$ cat src/mtep_pkg.sv
// Shared types and constants for the track event parser.
// Holds the result record, the event kind codes and the queue depth.
// No dependencies.
`timescale 1ns / 1ps

package mtep_pkg;

    localparam int QUEUE_DEPTH = 4;
    localparam int PTR_W       = $clog2(QUEUE_DEPTH);
    localparam int CNT_W       = $clog2(QUEUE_DEPTH + 1);

    localparam logic [3:0] KIND_NOTE_OFF  = 4'd0;
    localparam logic [3:0] KIND_NOTE_ON   = 4'd1;
    localparam logic [3:0] KIND_POLY      = 4'd2;
    localparam logic [3:0] KIND_CONTROL   = 4'd3;
    localparam logic [3:0] KIND_PROGRAM   = 4'd4;
    localparam logic [3:0] KIND_CHAN_PRES = 4'd5;
    localparam logic [3:0] KIND_BEND      = 4'd6;
    localparam logic [3:0] KIND_META      = 4'd7;
    localparam logic [3:0] KIND_SYSEX     = 4'd8;
    localparam logic [3:0] KIND_PAYLOAD   = 4'd9;

    localparam logic [7:0] ST_META       = 8'hFF;
    localparam logic [7:0] ST_SYSEX      = 8'hF0;
    localparam logic [7:0] ST_SYSEX_ESC  = 8'hF7;
    localparam logic [7:0] META_EOT      = 8'h2F;
    localparam logic [3:0] HI_CHAN_FIRST = 4'h8;
    localparam logic [3:0] HI_CHAN_LAST  = 4'hE;
    localparam logic [3:0] HI_PROGRAM    = 4'hC;
    localparam logic [3:0] HI_CHAN_PRES  = 4'hD;
    localparam logic [3:0] HI_BEND       = 4'hE;

    typedef struct packed {
        logic [3:0]  kind;
        logic [3:0]  channel;
        logic [27:0] delta_time;
        logic [7:0]  first_value;
        logic [13:0] second_value;
        logic [27:0] payload_length;
        logic        last_payload;
        logic        end_of_track;
    } result_t;

endpackage

$ cat src/mtep_front.sv
// Front end of the track event parser: byte classification and event decode.
// Emits at most one result record per accepted byte. Uses mtep_pkg.
`timescale 1ns / 1ps

module mtep_front
    import mtep_pkg::*;
(
    input  logic    aclk,
    input  logic    aresetn,
    input  logic    in_fire,
    input  logic [7:0] in_byte,
    output logic    res_valid,
    output result_t res
);

    localparam logic [2:0] PH_HDR     = 3'd0;
    localparam logic [2:0] PH_DELTA   = 3'd1;
    localparam logic [2:0] PH_STATUS  = 3'd2;
    localparam logic [2:0] PH_DATA1   = 3'd3;
    localparam logic [2:0] PH_DATA2   = 3'd4;
    localparam logic [2:0] PH_MTYPE   = 3'd5;
    localparam logic [2:0] PH_LEN     = 3'd6;
    localparam logic [2:0] PH_PAYLOAD = 3'd7;

    logic [2:0]  phase_reg, phase_next;
    logic [2:0]  hdr_cnt_reg, hdr_cnt_next;
    logic [7:0]  run_status_reg, run_status_next;
    logic [7:0]  cur_status_reg, cur_status_next;
    logic [27:0] delta_reg, delta_next;
    logic [7:0]  meta_kind_reg, meta_kind_next;
    logic [27:0] len_reg, len_next;
    logic [27:0] left_reg, left_next;
    logic [7:0]  held_reg, held_next;

    function automatic logic is_chan(input logic [7:0] st);
        return (st[7:4] >= HI_CHAN_FIRST) && (st[7:4] <= HI_CHAN_LAST);
    endfunction

    always_comb begin
        logic        do_first;
        logic [7:0]  fd_st;
        logic [27:0] len_new;
        logic [27:0] left_new;
        logic        is_meta;
        logic        is_eot;
        logic        last;

        phase_next      = phase_reg;
        hdr_cnt_next    = hdr_cnt_reg;
        run_status_next = run_status_reg;
        cur_status_next = cur_status_reg;
        delta_next      = delta_reg;
        meta_kind_next  = meta_kind_reg;
        len_next        = len_reg;
        left_next       = left_reg;
        held_next       = held_reg;
        res_valid       = 1'b0;
        res             = '0;
        res.delta_time  = delta_reg;
        do_first        = 1'b0;
        fd_st           = cur_status_reg;
        len_new         = {len_reg[20:0], in_byte[6:0]};
        left_new        = left_reg - 28'd1;
        is_meta         = (cur_status_reg == ST_META);
        is_eot          = is_meta && (meta_kind_reg == META_EOT);
        last            = 1'b0;

        if (in_fire) begin
            unique case (phase_reg)
                PH_HDR: begin
                    hdr_cnt_next = hdr_cnt_reg + 3'd1;
                    if (hdr_cnt_reg == 3'd7) begin
                        delta_next = '0;
                        phase_next = PH_DELTA;
                    end
                end
                PH_DELTA: begin
                    delta_next = {delta_reg[20:0], in_byte[6:0]};
                    if (!in_byte[7]) begin
                        phase_next = PH_STATUS;
                    end
                end
                PH_STATUS: begin
                    priority if (in_byte == ST_META) begin
                        cur_status_next = in_byte;
                        phase_next      = PH_MTYPE;
                    end else if (in_byte == ST_SYSEX || in_byte == ST_SYSEX_ESC) begin
                        cur_status_next = in_byte;
                        meta_kind_next  = '0;
                        len_next        = '0;
                        phase_next      = PH_LEN;
                    end else if (!in_byte[7]) begin
                        cur_status_next = run_status_reg;
                        if (is_chan(run_status_reg)) begin
                            do_first = 1'b1;
                            fd_st    = run_status_reg;
                        end else begin
                            delta_next = {21'd0, in_byte[6:0]};
                        end
                    end else begin
                        run_status_next = in_byte;
                        cur_status_next = in_byte;
                        if (is_chan(in_byte)) begin
                            phase_next = PH_DATA1;
                        end else begin
                            delta_next = '0;
                            phase_next = PH_DELTA;
                        end
                    end
                end
                PH_DATA1: begin
                    do_first = 1'b1;
                    fd_st    = cur_status_reg;
                end
                PH_DATA2: begin
                    res_valid   = 1'b1;
                    res.channel = cur_status_reg[3:0];
                    if (cur_status_reg[7:4] == HI_BEND) begin
                        res.kind         = KIND_BEND;
                        res.second_value = {in_byte[6:0], held_reg[6:0]};
                    end else begin
                        res.kind         = cur_status_reg[7:4] - HI_CHAN_FIRST;
                        res.first_value  = held_reg;
                        res.second_value = {6'd0, in_byte};
                    end
                    delta_next = '0;
                    phase_next = PH_DELTA;
                end
                PH_MTYPE: begin
                    meta_kind_next = in_byte;
                    len_next       = '0;
                    phase_next     = PH_LEN;
                end
                PH_LEN: begin
                    len_next = len_new;
                    if (!in_byte[7]) begin
                        left_next       = len_new;
                        res_valid       = 1'b1;
                        res.kind        = is_meta ? KIND_META : KIND_SYSEX;
                        res.first_value = is_meta ? meta_kind_reg : cur_status_reg;
                        if (len_new == 28'd0) begin
                            res.last_payload = 1'b1;
                            res.end_of_track = is_eot;
                            if (is_eot) begin
                                phase_next      = PH_HDR;
                                hdr_cnt_next    = '0;
                                run_status_next = '0;
                            end else begin
                                delta_next = '0;
                                phase_next = PH_DELTA;
                            end
                        end else begin
                            res.payload_length = len_new;
                            phase_next         = PH_PAYLOAD;
                        end
                    end
                end
                PH_PAYLOAD: begin
                    left_next          = left_new;
                    last               = (left_new == 28'd0);
                    res_valid          = 1'b1;
                    res.kind           = KIND_PAYLOAD;
                    res.first_value    = in_byte;
                    res.payload_length = len_reg;
                    res.last_payload   = last;
                    res.end_of_track   = last && is_eot;
                    if (last) begin
                        if (is_eot) begin
                            phase_next      = PH_HDR;
                            hdr_cnt_next    = '0;
                            run_status_next = '0;
                        end else begin
                            delta_next = '0;
                            phase_next = PH_DELTA;
                        end
                    end
                end
            endcase

            if (do_first) begin
                if (fd_st[7:4] == HI_PROGRAM || fd_st[7:4] == HI_CHAN_PRES) begin
                    res_valid       = 1'b1;
                    res.kind        = fd_st[7:4] - HI_CHAN_FIRST;
                    res.channel     = fd_st[3:0];
                    res.first_value = in_byte;
                    delta_next      = '0;
                    phase_next      = PH_DELTA;
                end else begin
                    held_next  = in_byte;
                    phase_next = PH_DATA2;
                end
            end
        end
    end

    always_ff @(posedge aclk) begin
        if (!aresetn) begin
            phase_reg      <= PH_HDR;
            hdr_cnt_reg    <= '0;
            run_status_reg <= '0;
            cur_status_reg <= '0;
            delta_reg      <= '0;
            meta_kind_reg  <= '0;
            len_reg        <= '0;
            left_reg       <= '0;
            held_reg       <= '0;
        end else begin
            phase_reg      <= phase_next;
            hdr_cnt_reg    <= hdr_cnt_next;
            run_status_reg <= run_status_next;
            cur_status_reg <= cur_status_next;
            delta_reg      <= delta_next;
            meta_kind_reg  <= meta_kind_next;
            len_reg        <= len_next;
            left_reg       <= left_next;
            held_reg       <= held_next;
        end
    end

endmodule

$ cat src/mtep_queue.sv
// Result queue between the parser front end and the output channel.
// A small register FIFO; the head entry drives the result ports. Uses mtep_pkg.
`timescale 1ns / 1ps

module mtep_queue
    import mtep_pkg::*;
(
    input  logic    aclk,
    input  logic    aresetn,
    input  logic    push,
    input  result_t push_data,
    output logic    full,
    output logic    head_valid,
    output result_t head_data,
    input  logic    pop_ready
);

    result_t            fifo_reg [QUEUE_DEPTH];
    logic [PTR_W-1:0]   wr_ptr_reg, wr_ptr_next;
    logic [PTR_W-1:0]   rd_ptr_reg, rd_ptr_next;
    logic [CNT_W-1:0]   count_reg, count_next;
    logic               pop;

    assign full       = (count_reg == CNT_W'(QUEUE_DEPTH));
    assign head_valid = (count_reg != '0);
    assign head_data  = fifo_reg[rd_ptr_reg];
    assign pop        = head_valid && pop_ready;

    always_comb begin
        wr_ptr_next = push ? wr_ptr_reg + PTR_W'(1) : wr_ptr_reg;
        rd_ptr_next = pop ? rd_ptr_reg + PTR_W'(1) : rd_ptr_reg;
        count_next  = count_reg + CNT_W'(push) - CNT_W'(pop);
    end

    always_ff @(posedge aclk) begin
        if (push) begin
            fifo_reg[wr_ptr_reg] <= push_data;
        end
    end

    always_ff @(posedge aclk) begin
        if (!aresetn) begin
            wr_ptr_reg <= '0;
            rd_ptr_reg <= '0;
            count_reg  <= '0;
        end else begin
            wr_ptr_reg <= wr_ptr_next;
            rd_ptr_reg <= rd_ptr_next;
            count_reg  <= count_next;
        end
    end

    a_count_bound: assert property (@(posedge aclk) disable iff (!aresetn)
        count_reg <= CNT_W'(QUEUE_DEPTH))
        else $error("Result queue count exceeds its depth.");

    a_ptr_gap: assert property (@(posedge aclk) disable iff (!aresetn)
        (count_reg != CNT_W'(QUEUE_DEPTH)) |->
        (CNT_W'(PTR_W'(wr_ptr_reg - rd_ptr_reg)) == count_reg))
        else $error("Queue pointers disagree with the entry count.");

    a_no_push_full: assert property (@(posedge aclk) disable iff (!aresetn)
        full |-> !push)
        else $error("Result pushed into a full queue.");

endmodule

$ cat src/midi_track_event_parser_unit.sv
// Track event parser for standard MIDI file track chunks.
// Instantiates mtep_front and mtep_queue; uses mtep_pkg.
//
// Usage: the input channel (s_valid, s_ready, s_in_byte) carries the raw
// bytes of one track chunk, header included, one byte per transfer. The
// result channel (m_valid, m_ready, m_* fields) carries decoded events:
// channel messages, meta and sysex headers, and one result per payload byte.
// Bytes that complete no event produce no result.
// A result is registered into the result queue when the byte that completes
// it is transferred. Throughput: one byte per cycle while the queue is not full;
// the parser state is updated with each accepted byte.
// A four-entry result queue separates the two channels. When the receiver
// stalls, results collect in the queue and s_ready drops once it is full;
// the parser itself never stalls otherwise.
// Reset (aresetn low, synchronous) empties the queue, clears running status
// and returns the parser to skipping the eight-byte chunk header.
// After an end-of-track meta event the parser again expects a chunk header.
`timescale 1ns / 1ps

module midi_track_event_parser_unit
    import mtep_pkg::*;
(
    input  logic        aclk,
    input  logic        aresetn,
    input  logic        s_valid,
    output logic        s_ready,
    input  logic [7:0]  s_in_byte,
    output logic        m_valid,
    input  logic        m_ready,
    output logic [3:0]  m_kind,
    output logic [3:0]  m_channel,
    output logic [27:0] m_delta_time,
    output logic [7:0]  m_first_value,
    output logic [13:0] m_second_value,
    output logic [27:0] m_payload_length,
    output logic        m_last_payload,
    output logic        m_end_of_track
);

    logic    in_fire;
    logic    res_valid;
    result_t res;
    logic    queue_full;
    result_t head;

    assign s_ready = !queue_full;
    assign in_fire = s_valid && s_ready;

    mtep_front u_front (
        .aclk      (aclk),
        .aresetn   (aresetn),
        .in_fire   (in_fire),
        .in_byte   (s_in_byte),
        .res_valid (res_valid),
        .res       (res)
    );

    mtep_queue u_queue (
        .aclk       (aclk),
        .aresetn    (aresetn),
        .push       (res_valid),
        .push_data  (res),
        .full       (queue_full),
        .head_valid (m_valid),
        .head_data  (head),
        .pop_ready  (m_ready)
    );

    assign m_kind           = head.kind;
    assign m_channel        = head.channel;
    assign m_delta_time     = head.delta_time;
    assign m_first_value    = head.first_value;
    assign m_second_value   = head.second_value;
    assign m_payload_length = head.payload_length;
    assign m_last_payload   = head.last_payload;
    assign m_end_of_track   = head.end_of_track;

endmodule
$ cat config.mk
export PLATFORM = sky130hd
export DESIGN_NAME = midi_track_event_parser_unit
export DESIGN_NICKNAME = d
export VERILOG_FILES = /design/src/mtep_pkg.sv /design/src/mtep_front.sv /design/src/mtep_queue.sv /design/src/midi_track_event_parser_unit.sv
export SDC_FILE = /design/constraint.sdc
export NUM_CORES = 1
export LEC_CHECK = 0
export BUFFER_PORTS_ARGS = -buffer_cell sky130_fd_sc_hd__buf_2
export CORE_AREA = 2 2 242 196
export DETAILED_ROUTE_END_ITERATION = 10
export DIE_AREA = 0 0 244 198
export GPL_TIMING_DRIVEN = 0
export PLACE_DENSITY_LB_ADDON = 0.2
export SLEW_MARGIN = 15
export SYNTH_ARGS = -nofsm -noshare
export SYNTH_HDL_FRONTEND = slang
export SYNTH_SLANG_ARGS = --single-unit
$ cat constraint.sdc
create_clock -name aclk -period 4.6 [get_ports aclk]
set_input_delay 0.23 -clock aclk [delete_from_list [all_inputs] [get_ports aclk]]
set_output_delay 0.23 -clock aclk [all_outputs]
set_load 0.1 [all_outputs]
==> results of run 1 <==
-- metrics by stage --
step                      instance area, um^2  total power [mW]  std cells  hold WS [ns]
after floorplan                         20400              9.11       1528         0.432
after global placement                  21700              9.94       2248         0.441
after detailed placement                21800              9.95       2252         0.449
after CTS                               23300              13.7       2342        0.0809
after global routing                    23400              14.1       2342         0.119
final                                   23400              13.6       2342         0.117
-- power breakdown --
part           internal, mW  switching, mW
Combinational          1.02           3.86
Sequential             4.85          0.110
Clock                  2.13           1.67
Total                  7.99           5.64
-- layout by cell type, fill, tap and decap left out, types with 10 or more instances in the layout --
cell type / netlist / final
sky130_fd_sc_hd__edfxtp_1: 352 / 352
sky130_fd_sc_hd__nand2_1: 151 / 151
sky130_fd_sc_hd__a21oi_1: 132 / 132
sky130_fd_sc_hd__dfxtp_1: 131 / 131
sky130_fd_sc_hd__nor2_1: 102 / 102
sky130_fd_sc_hd__buf_2: 2 / 102
sky130_fd_sc_hd__clkbuf_1: 93 / 98
sky130_fd_sc_hd__mux4_2: 88 / 88
sky130_fd_sc_hd__nand3_1: 54 / 54
sky130_fd_sc_hd__clkbuf_16: 0 / 49
sky130_fd_sc_hd__o21ai_0: 41 / 41
sky130_fd_sc_hd__a22oi_1: 35 / 35
sky130_fd_sc_hd__nor3_1: 29 / 28
sky130_fd_sc_hd__inv_1: 22 / 22
sky130_fd_sc_hd__nand3b_1: 22 / 22
sky130_fd_sc_hd__and2_1: 25 / 21
sky130_fd_sc_hd__nor4_1: 18 / 18
sky130_fd_sc_hd__a31oi_1: 17 / 17
sky130_fd_sc_hd__clkinv_2: 0 / 14
sky130_fd_sc_hd__clkinv_1: 1 / 11
sky130_fd_sc_hd__buf_1: 12 / 11
sky130_fd_sc_hd__or4_1: 11 / 11
sky130_fd_sc_hd__o21a_1: 10 / 10
sky130_fd_sc_hd__o21ai_1: 10 / 10
sky130_fd_sc_hd__o211ai_1: 10 / 10
sky130_fd_sc_hd__ha_1: 10 / 10
-- routing by layer --
metal,track usage,vias up
met4,0.0833,0
met5,0,-
li1,-,6207
met1,0.328,7039
met2,0.345,514
met3,0.0416,113
-- cell type report --
cell class | count | area share
clock buffers | 54 | 0.0533
repair buffers | 105 | 0.0266
well taps | 620 | 0.0332
plain buffers | 113 | 0.0203
inverters | 24 | 0.00386
flip-flops and latches | 483 | 0.565
multi-input cells | 908 | 0.286
clock inverters | 35 | 0.0117
-- path summary, 6_finish.rpt --
check | start | to | slack (ns)
hold reg to reg | u_front.len_reg[26]$_SDFFE_PN0P_ | u_front.len_reg[26]$_SDFFE_PN0P_ | 0.46
hold / removal | s_in_byte[4] | u_front.run_status_reg[4]$_SDFFE_PN0P_ | 0.12
setup / recovery | flip-flop | m_delta_time[25] | 0.30
setup reg to reg | u_front.phase_reg[0]$_SDFFE_PN0P_ | u_queue.fifo_reg[1][3]$_DFFE_PP_ | 0.37
-- cells by family (layout without fill, tap and decap cells) --
kind of cell,after synthesis,after routing
fa+ha+maj,11,11
flops,483,483
compound gates,323,323
mux,97,97
buf+inv,137,331
simple gates,466,466
xor+xnor,11,11
-- worst register-to-register path: stages, from the launching register on --
cell                       delay (ns)
sky130_fd_sc_hd__dfxtp_1         0.30
sky130_fd_sc_hd__clkbuf_1        0.38
sky130_fd_sc_hd__nor3b_2         0.20
sky130_fd_sc_hd__and3_1          0.20
sky130_fd_sc_hd__clkbuf_1        0.19
sky130_fd_sc_hd__nor3_1          0.28
sky130_fd_sc_hd__o21ai_0         0.19
sky130_fd_sc_hd__clkbuf_1        0.31
sky130_fd_sc_hd__a21oi_1         0.67
sky130_fd_sc_hd__and2_4          0.77
sky130_fd_sc_hd__buf_16          0.33
-- what timing repair did --
item                                   CTS  global route
hold buffers                             1             0
setup endpoints to repair                0           193
resized for setup                        0             2
endpoints found under the hold margin    1             0
==> key figures, run 1 <==
STA
  • Post-layout min period: 4.30 ns
  • Achievable Freq: 232 MHz
  • Total Negative Setup Slacks: 0 ns
  • Period Utilization, post-route: 0.935
  • PnR worst setup slack: 0.297 ns
  • Relative max-transition margin: 0.310
  • Worst-margin pin slew: 1.03 ns
  • Final number of hold-violating endpoints: 0
  • RSZ-0062 raised after global routing: false
  • Max Slew Vio Count: 0
  • Largest clock skew in the final design: 0.0245 ns
  • Final setup fails: 0

Synthesis
  • Synthesized net count: about 1,600
  • Number of synthesized register bits: ~480
  • Adder and majority cell fraction of the synthesized area: 0.00711
  • Async set-or-reset flop fraction in the synthesized netlist: 0
  • Multiplexer fraction of the synthesized cell area: 0.102
  • Main combinational cell family by area after synthesis: simple AND/OR/NAND/NOR gates
  • Ranking of synthesized cells by area: sky130_fd_sc_hd__edfxtp_1 (52%), sky130_fd_sc_hd__dfxtp_1 (13%), sky130_fd_sc_hd__mux4_2 (9.7%)
  • Compound-Gate Fraction of Synth Area: 0.100
  • Area share of and/or/nand/nor cells after synthesis: 0.112
  • Avg Inst Size Synth: 13.4 um^2
  • Number of enable flip-flop cells after synthesis: 352
  • Commonest cells in the synthesized netlist: sky130_fd_sc_hd__edfxtp_1 (352), sky130_fd_sc_hd__nand2_1 (151), sky130_fd_sc_hd__a21oi_1 (132), sky130_fd_sc_hd__dfxtp_1 (131), sky130_fd_sc_hd__nor2_1 (102)
  • Netlist area before placement: about 20,000 um^2
  • Share of the synthesized netlist area taken by xor and xnor gates: 0.00472
  • Top-area cell type share of the netlist area: 0.518
  • Portion of the post-synthesis area used by sequential elements: 0.646
  • Most instantiated library cell after synthesis: sky130_fd_sc_hd__edfxtp_1
  • Number of distinct library cell variants in the gate-level netlist after synthesis: 73
  • Warning count from the yosys run: 0
  • Gate Count Post-Synth: 1,528
  • Post-synthesis cell type with the largest combined area: sky130_fd_sc_hd__edfxtp_1
  • Ys flop type: sky130_fd_sc_hd__edfxtp_1

Floorplanning
  • Die boundary height: 198 um
  • Cell row count: 71
  • Horizontal extent of the die: 244 um
  • Total core area: 46,300 um^2
  • Area of the die: 48,300 um^2
  • Starting density of the core: 0.441
  • Ports: about 100

Routing
  • Vias per Instance: a little under 6
  • Total wire length: roughly 55,000 um
  • DRC Markers: 0
  • Routed WL per cell: 23.5 um
  • Number of nets still failing antenna checks after routing: 0
  • Metal-1 WL: 24,600 um
  • Number of DRC markers in iteration 0: 1,245
  • Top routing layer used: met4
  • Amount of wire on met2 after detailed routing: roughly 25,000 um
  • 1st-pass router iterations: 8
  • Total number of vias: 13,900
  • Met3 routed wirelength: approximately 3700 um

Clocking
  • Clock tree sinks: 483
  • Clock tree from TritonCTS: yes
  • Clk Tree Root Cell: sky130_fd_sc_hd__clkbuf_16
  • Number of post-CTS setup repair buffers: 0
  • H-tree level count: 2
  • Clock buffer depth: 3
  • Post-CTS clock slew at the launch and capture registers of the worst setup and hold paths: about 0.060 ns
  • Number of buffers inserted during clock tree synthesis: roughly 50
  • Source-to-sink clock delay at the later pin of the worst-skew pair: between 0.5 and 0.6 ns

Place
  • Dpl hpwl: 36,700 um
  • Count of port buffers added during placement: 100
  • Worst slack at placement: between 0.2 and 0.25 ns
  • Weighted congestion at the end of routability-driven global placement: 0.936

GRT
  • Vias in the first global route: 13,400
  • Global-route wire length before repair: 82,700 um
  • Sum of overflow across all layers after global routing: 0
  • Maximum number of pins on one net before global-route repair: 49
  • Total Routing Usage GR: 0.227
  • Number of antenna violations at the first check in global routing: 1

Worst setup path
  • Classification of the worst setup path: flip-flop to output pin
  • Depth of the worst register-to-register path: 10
  • Max stage delay cell, worst path: sky130_fd_sc_hd__clkdlybuf4s15_1
  • Critical path depth: 5
  • Critical path's largest stage delay: 0.84 ns
  • Element type at the critical path start: flip-flop
  • Data arrival, critical path: 4.07 ns
  • Family of cells with the greatest summed delay on the critical path: buffers and inverters
  • Chain of cells forming the critical path: clkbuf_1 -> buf_1 -> clkdlybuf4s15_1 -> mux4_2 -> buf_2
  • Largest fanout of any net on the critical path: 10
  • Required time reported for the critical path endpoint: around 4.4 ns
  • Buffer and inverter count on the worst path: 4
  • Critical path endpoint category: output pin

Outcome
  • Run status: complete, no violations

Min path
  • Worst hold path class: input pin to flip-flop
  • Number of cells on the worst hold path: 3

Finish
  • # nets final: between 1,500 and 2,000
  • Area used by multi-input combinational logic: 6690 um^2
  • Fillers: 4,004
  • Diodes inserted: 0
  • Area growth from synthesis to final layout: 14.4%
  • Flip-flop count of the largest register after layout: 352
  • Layout cells sized above 1: 0.171
  • Post-route core utilization: 0.505
  • Area of all sequential standard cells: between 10,000 and 15,000 um^2

Power
  • PwrDens: 584 nW/um^2
  • Leakage power: 7.59 nW
  • IR Drop Worst-Case VDD: roughly 0.00063 V

Job
  • MaxCap Viol Count: 0
(Power assumes the default switching activity.)
==> run 2, diff against run 1 <==
==> constraint.sdc (replaced) <==
create_clock -name aclk -period 4.6 [get_ports aclk]
set_input_delay 0.46 -clock aclk [delete_from_list [all_inputs] [get_ports aclk]]
set_output_delay 0.46 -clock aclk [all_outputs]
set_load 0.1 [all_outputs]
==> run 2 against run 1 <==
Clock skew shrank 0.0013 ns. First-iteration DRC count grew 12%. Design area is essentially flat. Count of clock-buffer cells in the layout is the same. Global-route usage is essentially flat. Worst hold slack gained 0.10 ns. Wire length is essentially flat. Non-clock buffer count shrank 1. Via count shrank 0.18%. Maximum frequency shrank 0.27%.
==> key figures, run 2 (same netlist as run 1, synthesis figures left out) <==
Finish
  • Diodes inserted: 0 (unchanged)
  • Area growth from synthesis to final layout: 14.4% (about the same)
  • Fillers: 4,004 (unchanged)
  • Most common cell after layout, fill and taps aside: sky130_fd_sc_hd__edfxtp_1
  • Area of all sequential standard cells: 13,200 um^2 (unchanged)
  • Most used cells in the layout excluding fill and tap cells: sky130_fd_sc_hd__edfxtp_1 (352), sky130_fd_sc_hd__nand2_1 (151), sky130_fd_sc_hd__a21oi_1 (132)
  • Flip-flop count of the largest register after layout: 352 (unchanged)
  • Post-route standard cell area excluding fillers: 23,400 um^2 (about the same)
  • Area used by multi-input combinational logic: 6690 um^2 (unchanged)
  • # nets final: 1,706 (-0.059%)
  • Layout cells sized above 1: 0.172 (+0.00126)
  • Count of placed standard cells in the final layout, fillers left out: 2,341 (-0.043%)

Clocking
  • Post-CTS clock slew at the launch and capture registers of the worst setup and hold paths: 0.06 ns (about the same)
  • Number of buffers inserted during clock tree synthesis: 49 (unchanged)
  • H-tree level count: 2 (unchanged)
  • Clk Tree Root Cell: sky130_fd_sc_hd__clkbuf_16
  • Clock tree from TritonCTS: yes
  • Quantity of hold-fixing buffers added after cts: 0 (-1)
  • Clock tree sinks: 483 (unchanged)
  • Gates resized, CTS repair: 2 (+2)
  • Number of post-CTS setup repair buffers: 0 (unchanged)
  • Clock buffer depth: 3 (unchanged)
  • Source-to-sink clock delay at the later pin of the worst-skew pair: 0.58 ns (about the same)

GRT
  • Total Routing Usage GR: 0.227 (about the same)
  • Global-route wire length before repair: 82,700 um (about the same)
  • Sum of overflow across all layers after global routing: 0 (unchanged)
  • Maximum number of pins on one net before global-route repair: 49 (unchanged)
  • Number of antenna violations at the first check in global routing: 1 (unchanged)
  • Vias in the first global route: 13,400 (-0.037%)

Floorplanning
  • Total core area: 46,300 um^2 (unchanged)
  • Horizontal extent of the die: 244 um (unchanged)
  • Cell row count: 71 (unchanged)
  • Area of the die: 48,300 um^2 (unchanged)
  • Ports: 102 (unchanged)
  • Die boundary height: 198 um (unchanged)
  • Starting density of the core: 0.441 (unchanged)

Power
  • IR Drop Worst-Case VDD: 0.000629 V (about the same)
  • Design internal power: 8.00 mW (about the same)
  • PwrDens: 584 nW/um^2 (about the same)
  • Leakage power: 7.59 nW (about the same)
  • Power dissipated by switching net loads: 5.64 mW (about the same)
  • Share of power burned in combinational logic: 0.359 (about the same)
  • Relative contribution of the clock network to total power: 0.278 (about the same)
  • Sequential share of power: 0.364 (about the same)
  • Switching share of power: 0.413 (about the same)

Worst setup path
  • Worst R2R Setup Slack: 0.32 ns (-0.05 ns)
  • Depth of the worst register-to-register path: 10 (unchanged)
  • Reg2Reg Launch Point: u_front.phase_reg[0]$_SDFFE_PN0P_
  • Largest fanout of any net on the critical path: 10 (unchanged)
  • Capturing point of the worst reg2reg path: u_queue.fifo_reg[1][3]$_DFFE_PP_
  • Element type at the critical path start: flip-flop
  • Classification of the worst setup path: flip-flop to output pin
  • Data arrival, critical path: 3.85 ns (-0.22 ns)
  • Required time reported for the critical path endpoint: 4.14 ns (-0.23 ns)
  • Critical path endpoint category: output pin

STA
  • Max Slew Vio Count: 0 (unchanged)
  • Total Negative Setup Slacks: 0 ns (unchanged)
  • Post-layout min period: 4.31 ns (+0.0116 ns)
  • Final number of hold-violating endpoints: 0 (unchanged)
  • RSZ-0062 raised after global routing: false
  • Largest clock skew in the final design: 0.0232 ns (-0.00130 ns)
  • Relative max-transition margin: 0.328 (+0.0178)
  • Final setup fails: 0 (unchanged)
  • Period Utilization, post-route: 0.938 (+0.00253)
  • Worst hold slack: 0.222 ns (+0.105 ns)
  • Achievable Freq: 232 MHz (-0.27%)
  • Worst-margin pin slew: 0.999 ns (-0.0264 ns)

Place
  • Placed Cells incl. Taps: 2,252 (unchanged)
  • Placed instance area: 21,800 um^2 (unchanged)
  • Dpl hpwl: 36,700 um (unchanged)
  • Weighted congestion at the end of routability-driven global placement: 0.936 (unchanged)
  • Count of port buffers added during placement: 100 (unchanged)

Min path
  • Number of cells on the worst hold path: 3 (unchanged)
  • Worst hold path class: input pin to flip-flop
  • Worst hold path startpoint: aresetn
  • Worst Hold Endpoint: u_front.delta_reg[0]$_SDFFE_PN0P_

Routing
  • Number of DRC markers in iteration 0: 1,391 (+12%)
  • Total wire length: 55,100 um (about the same)
  • Total number of vias: 13,800 (-0.18%)
  • 1st-pass router iterations: 7 (-1)
  • DRC Markers: 0 (unchanged)
  • Vias per Instance: 5.92 (-0.14%)
  • Routed WL per cell: 23.5 um (about the same)
  • Number of nets still failing antenna checks after routing: 0 (unchanged)

Job
  • MaxCap Viol Count: 0 (unchanged)

Outcome
  • Run status: complete, no violations
-- run 2: cell count changes in the layout (fill, tap and decap cells not counted), sizes merged --
| cell | delta |
|---|---|
| clkbuf | +1 |
| clkdlybuf4s15 | +1 |
| buf | -2 |
| dlygate4sd3 | -1 |
-- run 2: layer usage --
metal  share of wire  track usage  vias to the layer above
li1                -            -                     6210
met1            0.45        0.328                     6982
met2            0.45        0.345                      542
met3           0.071       0.0416                      114
met4           0.032       0.0842                        0
met5               0            0                        -
-- run 2: power groups by stage --
stage               Clock (mW)  Sequential (mW)  Combinational (mW)
floorplan                    0             5.01                4.09
detailed placement           0             5.05                4.90
CTS                       3.87             4.95                4.91
global route              4.04             4.97                5.08
finish                    3.79             4.96                4.89
global placement             0             5.06                4.88
-- run 2: per-stage QoR --
stage | total power [mW] | util | setup WS, ns
after floorplan | 9.11 | - | 0.0109
after global placement | 9.94 | 0.469 | -2.60
after detailed placement | 9.95 | 0.471 | 0.219
after CTS | 13.7 | 0.504 | 0.0830
after global routing | 14.1 | 0.505 | 0.0631
final | 13.6 | 0.505 | 0.286
-- run 2: worst max path at each step --
stage	start	to	slack (ns)	depth (start not counted)
after global placement	u_front.phase_reg[0]$_SDFFE_PN0P_	u_queue.fifo_reg[1][4]$_DFFE_PP_	-2.60	8
after detailed placement	u_front.phase_reg[0]$_SDFFE_PN0P_	u_queue.fifo_reg[1][4]$_DFFE_PP_	0.22	9
after CTS	flip-flop	m_delta_time[19]	0.08	5
after global routing	u_front.phase_reg[0]$_SDFFE_PN0P_	u_queue.fifo_reg[1][72]$_DFFE_PP_	0.06	10
final	flip-flop	m_delta_time[25]	0.29	5
after floorplan	u_front.phase_reg[0]$_SDFFE_PN0P_	u_queue.fifo_reg[1][0]$_DFFE_PP_	0.01	8
-- run 2: cell type report --
type	instances	area share
repair buffers	104	0.0261
flip-flops and latches	483	0.565
plain buffers	113	0.0207
clock buffers	54	0.0533
well taps	620	0.0332
inverters	24	0.00386
multi-input cells	908	0.286
clock inverters	35	0.0117
-- run 2: worst max-delay path: stages, from the launching register on --
cell                              delay [ns]
sky130_fd_sc_hd__dfxtp_1                0.30
sky130_fd_sc_hd__clkbuf_1               0.73
sky130_fd_sc_hd__clkdlybuf4s15_1        0.71
sky130_fd_sc_hd__clkdlybuf4s15_2        0.60
sky130_fd_sc_hd__mux4_2                 0.61
sky130_fd_sc_hd__buf_2                  0.32
==> run 3, diff against run 2 <==
--- a/config.mk
+++ b/config.mk
@@ -6,6 +6,8 @@
 export NUM_CORES = 1
 export LEC_CHECK = 0
 export BUFFER_PORTS_ARGS = -buffer_cell sky130_fd_sc_hd__buf_2
+export CELL_PAD_IN_SITES_DETAIL_PLACEMENT = 1
+export CELL_PAD_IN_SITES_GLOBAL_PLACEMENT = 1
 export CORE_AREA = 2 2 242 196
 export DETAILED_ROUTE_END_ITERATION = 10
 export DIE_AREA = 0 0 244 198
==> constraint.sdc (replaced) <==
create_clock -name aclk -period 4.6 [get_ports aclk]
set_input_delay 0.46 -clock aclk [delete_from_list [all_inputs] [get_ports aclk]]
set_output_delay 0.46 -clock aclk [all_outputs]
set_load 0.02 [all_outputs]
==> run 3 against run 2 <==
Critical path depth increased by 8. Clock power grew 2%. Critical path type is now flip-flop to flip-flop. Utilization grew 0.062 points. Design area increased by 0.12%.
==> key figures, run 3 (same netlist as run 1, synthesis figures left out) <==
Place
  • Weighted congestion at the end of routability-driven global placement: 0.907 (-3.1%)
  • Dpl hpwl: 39,000 um (+6.3%)
  • Placed Cells incl. Taps: 2,252 (unchanged)
  • Count of port buffers added during placement: 100 (unchanged)
  • Placed instance area: 21,800 um^2 (unchanged)

Worst setup path
  • Critical path's largest stage delay: 0.57 ns (-0.16 ns)
  • Required time reported for the critical path endpoint: 5.05 ns (+0.91 ns)
  • Largest fanout of any net on the critical path: 10 (unchanged)
  • Reg2Reg Launch Point: u_front.phase_reg[0]$_SDFFE_PN0P_
  • Origin of the worst setup path: u_front.phase_reg[0]$_SDFFE_PN0P_
  • Max stage delay cell, worst path: sky130_fd_sc_hd__nor3b_2
  • Element type at the critical path start: flip-flop
  • Data arrival, critical path: 4.70 ns (+0.85 ns)
  • Classification of the worst setup path: flip-flop to flip-flop
  • Critical path endpoint category: flip-flop
  • Chain of cells forming the critical path: clkbuf_1 -> nor3b_2 -> and3_1 -> clkbuf_1 -> nor3_1 -> o21ai_0 -> clkbuf_1 -> a21oi_2 -> ha_1 -> fa_1 -> xnor2_1 -> xnor2_1 -> nor2_1
  • Most repeated library cell on the critical path: sky130_fd_sc_hd__clkbuf_1

Floorplanning
  • Cell row count: 71 (unchanged)
  • Starting density of the core: 0.441 (unchanged)
  • Die boundary height: 198 um (unchanged)
  • Horizontal extent of the die: 244 um (unchanged)
  • Total core area: 46,300 um^2 (unchanged)
  • Area of the die: 48,300 um^2 (unchanged)
  • Ports: 102 (unchanged)

Routing
  • DRC Markers: 0 (unchanged)
  • 1st-pass router iterations: 5 (-2)
  • Vias per Instance: 5.94 (+0.35%)
  • Total number of vias: 13,900 (+0.35%)
  • Number of nets still failing antenna checks after routing: 0 (unchanged)
  • Routed WL per cell: 25.1 um (+6.7%)
  • Number of DRC markers in iteration 0: 977 (-30%)
  • Total wire length: 58,700 um (+6.7%)

Clocking
  • Clock tree from TritonCTS: yes
  • H-tree level count: 2 (unchanged)
  • Post-CTS clock slew at the launch and capture registers of the worst setup and hold paths: 0.06 ns (about the same)
  • Clock buffer depth: 3 (unchanged)
  • Source-to-sink clock delay at the later pin of the worst-skew pair: 0.60 ns (+0.02 ns)
  • Clock tree sinks: 483 (unchanged)
  • Clk Tree Root Cell: sky130_fd_sc_hd__clkbuf_16
  • Number of post-CTS setup repair buffers: 0 (unchanged)
  • Number of buffers inserted during clock tree synthesis: 49 (unchanged)

GRT
  • Sum of overflow across all layers after global routing: 0 (unchanged)
  • Global-route wire length before repair: 88,500 um (+7.0%)
  • Maximum number of pins on one net before global-route repair: 48 (-2.0%)
  • Total Routing Usage GR: 0.243 (+0.0154)
  • Number of antenna violations at the first check in global routing: 0 (-1)
  • Vias in the first global route: 14,100 (+5.3%)

Finish
  • Most common cell after layout, fill and taps aside: sky130_fd_sc_hd__edfxtp_1
  • Flip-flop count of the largest register after layout: 352 (unchanged)
  • Diodes inserted: 0 (unchanged)
  • Layout cells sized above 1: 0.167 (-0.00465)
  • Count of placed standard cells in the final layout, fillers left out: 2,341 (unchanged)
  • Post-route standard cell area excluding fillers: 23,400 um^2 (+0.12%)
  • Most used cells in the layout excluding fill and tap cells: sky130_fd_sc_hd__edfxtp_1 (352), sky130_fd_sc_hd__nand2_1 (151), sky130_fd_sc_hd__a21oi_1 (131), sky130_fd_sc_hd__dfxtp_1 (131), sky130_fd_sc_hd__clkbuf_1 (110)
  • Post-route core utilization: 0.505 (+0.000622)
  • Area growth from synthesis to final layout: 14.6%
  • # nets final: 1,707 (+0.059%)

STA
  • Worst-margin pin slew: 1.14 ns (+0.139 ns)
  • RSZ-0062 raised after global routing: false
  • Total Negative Setup Slacks: 0 ns (unchanged)
  • Final setup fails: 0 (unchanged)
  • Max Slew Vio Count: 0 (unchanged)
  • Post-layout min period: 4.26 ns (-0.0573 ns)
  • Period Utilization, post-route: 0.925 (-0.0125)
  • Relative max-transition margin: 0.242 (-0.0863)
  • Achievable Freq: 235 MHz (+1.3%)
  • Final number of hold-violating endpoints: 0 (unchanged)
  • Worst hold slack: 0.251 ns (+0.0294 ns)
  • Largest clock skew in the final design: 0.0230 ns (-0.000231 ns)

Power
  • Leakage power: 7.60 nW (+0.12%)
  • PwrDens: 493 nW/um^2 (-16%)
  • IR Drop Worst-Case VDD: 0.000242 V (-62%)

Min path
  • Worst hold path startpoint: aresetn
  • Worst hold path class: input pin to flip-flop

Job
  • MaxCap Viol Count: 0 (unchanged)

Outcome
  • Run status: complete, no violations
[run 3: final timing paths]
kind                                       endpoint  slack [ns]  cells past startpoint
hold / removal    u_front.delta_reg[0]$_SDFFE_PN0P_        0.25                      3
hold reg to reg    u_front.len_reg[26]$_SDFFE_PN0P_        0.46                      2
setup reg to reg    u_queue.count_reg[2]$_SDFF_PN0_        0.34                     13
setup / recovery    u_queue.count_reg[2]$_SDFF_PN0_        0.34                     13
[run 3: where the power goes]
part	switching [mW]	total [mW]	internal (mW)	leakage [nW]
clock network	1.65	3.88	2.23	0.749
logic	1.67	2.69	1.02	2.53
registers	0.111	4.96	4.85	4.32
[run 3: cell type report]
cell class,instances,area [um^2]
buffer,113,475
clock buffer,71,1370
clock inverter,17,166
fill,4690,22900
inverter,24,90.1
multi-input combinational,909,6700
sequential,483,13200
tap,620,776
timing repair buffer,104,611
[run 3: repair_timing]
item / 4_1_cts / 5_1_grt
setup endpoints to repair: 0 / 239
gates resized for setup: 0 / 5
hold buffers: 0 / 0
[run 3: routing by layer]
metal / vias to the layer above / global-route usage / share of wire
met4: 0 / 0.0707 / 0.024
met3: 103 / 0.0445 / 0.060
li1: 6184 / - / -
met2: 426 / 0.389 / 0.47
met5: - / 0 / 0
met1: 7183 / 0.340 / 0.44
[run 3: worst max-delay path, delay by kind of cell (launching register included)]
kind / cells / cell delay (ns)
buffers and inverters: 3 / 1.06
adder cells (fa/ha/maj): 2 / 0.72
flip-flops: 1 / 0.30
XOR/XNOR: 2 / 0.32
AND/OR/NAND/NOR: 4 / 1.00
AO/OA/AOI/OAI: 2 / 0.71
[run 3: through the flow]
step	setup WS [ns]	total power, mW
3_5_place_dp	0.107	7.76
2_1_floorplan	0.0110	6.88
4_1_cts	0.0529	11.6
5_1_grt	0.0883	12.0
6_report	0.343	11.5
3_3_place_gp	-2.67	7.74
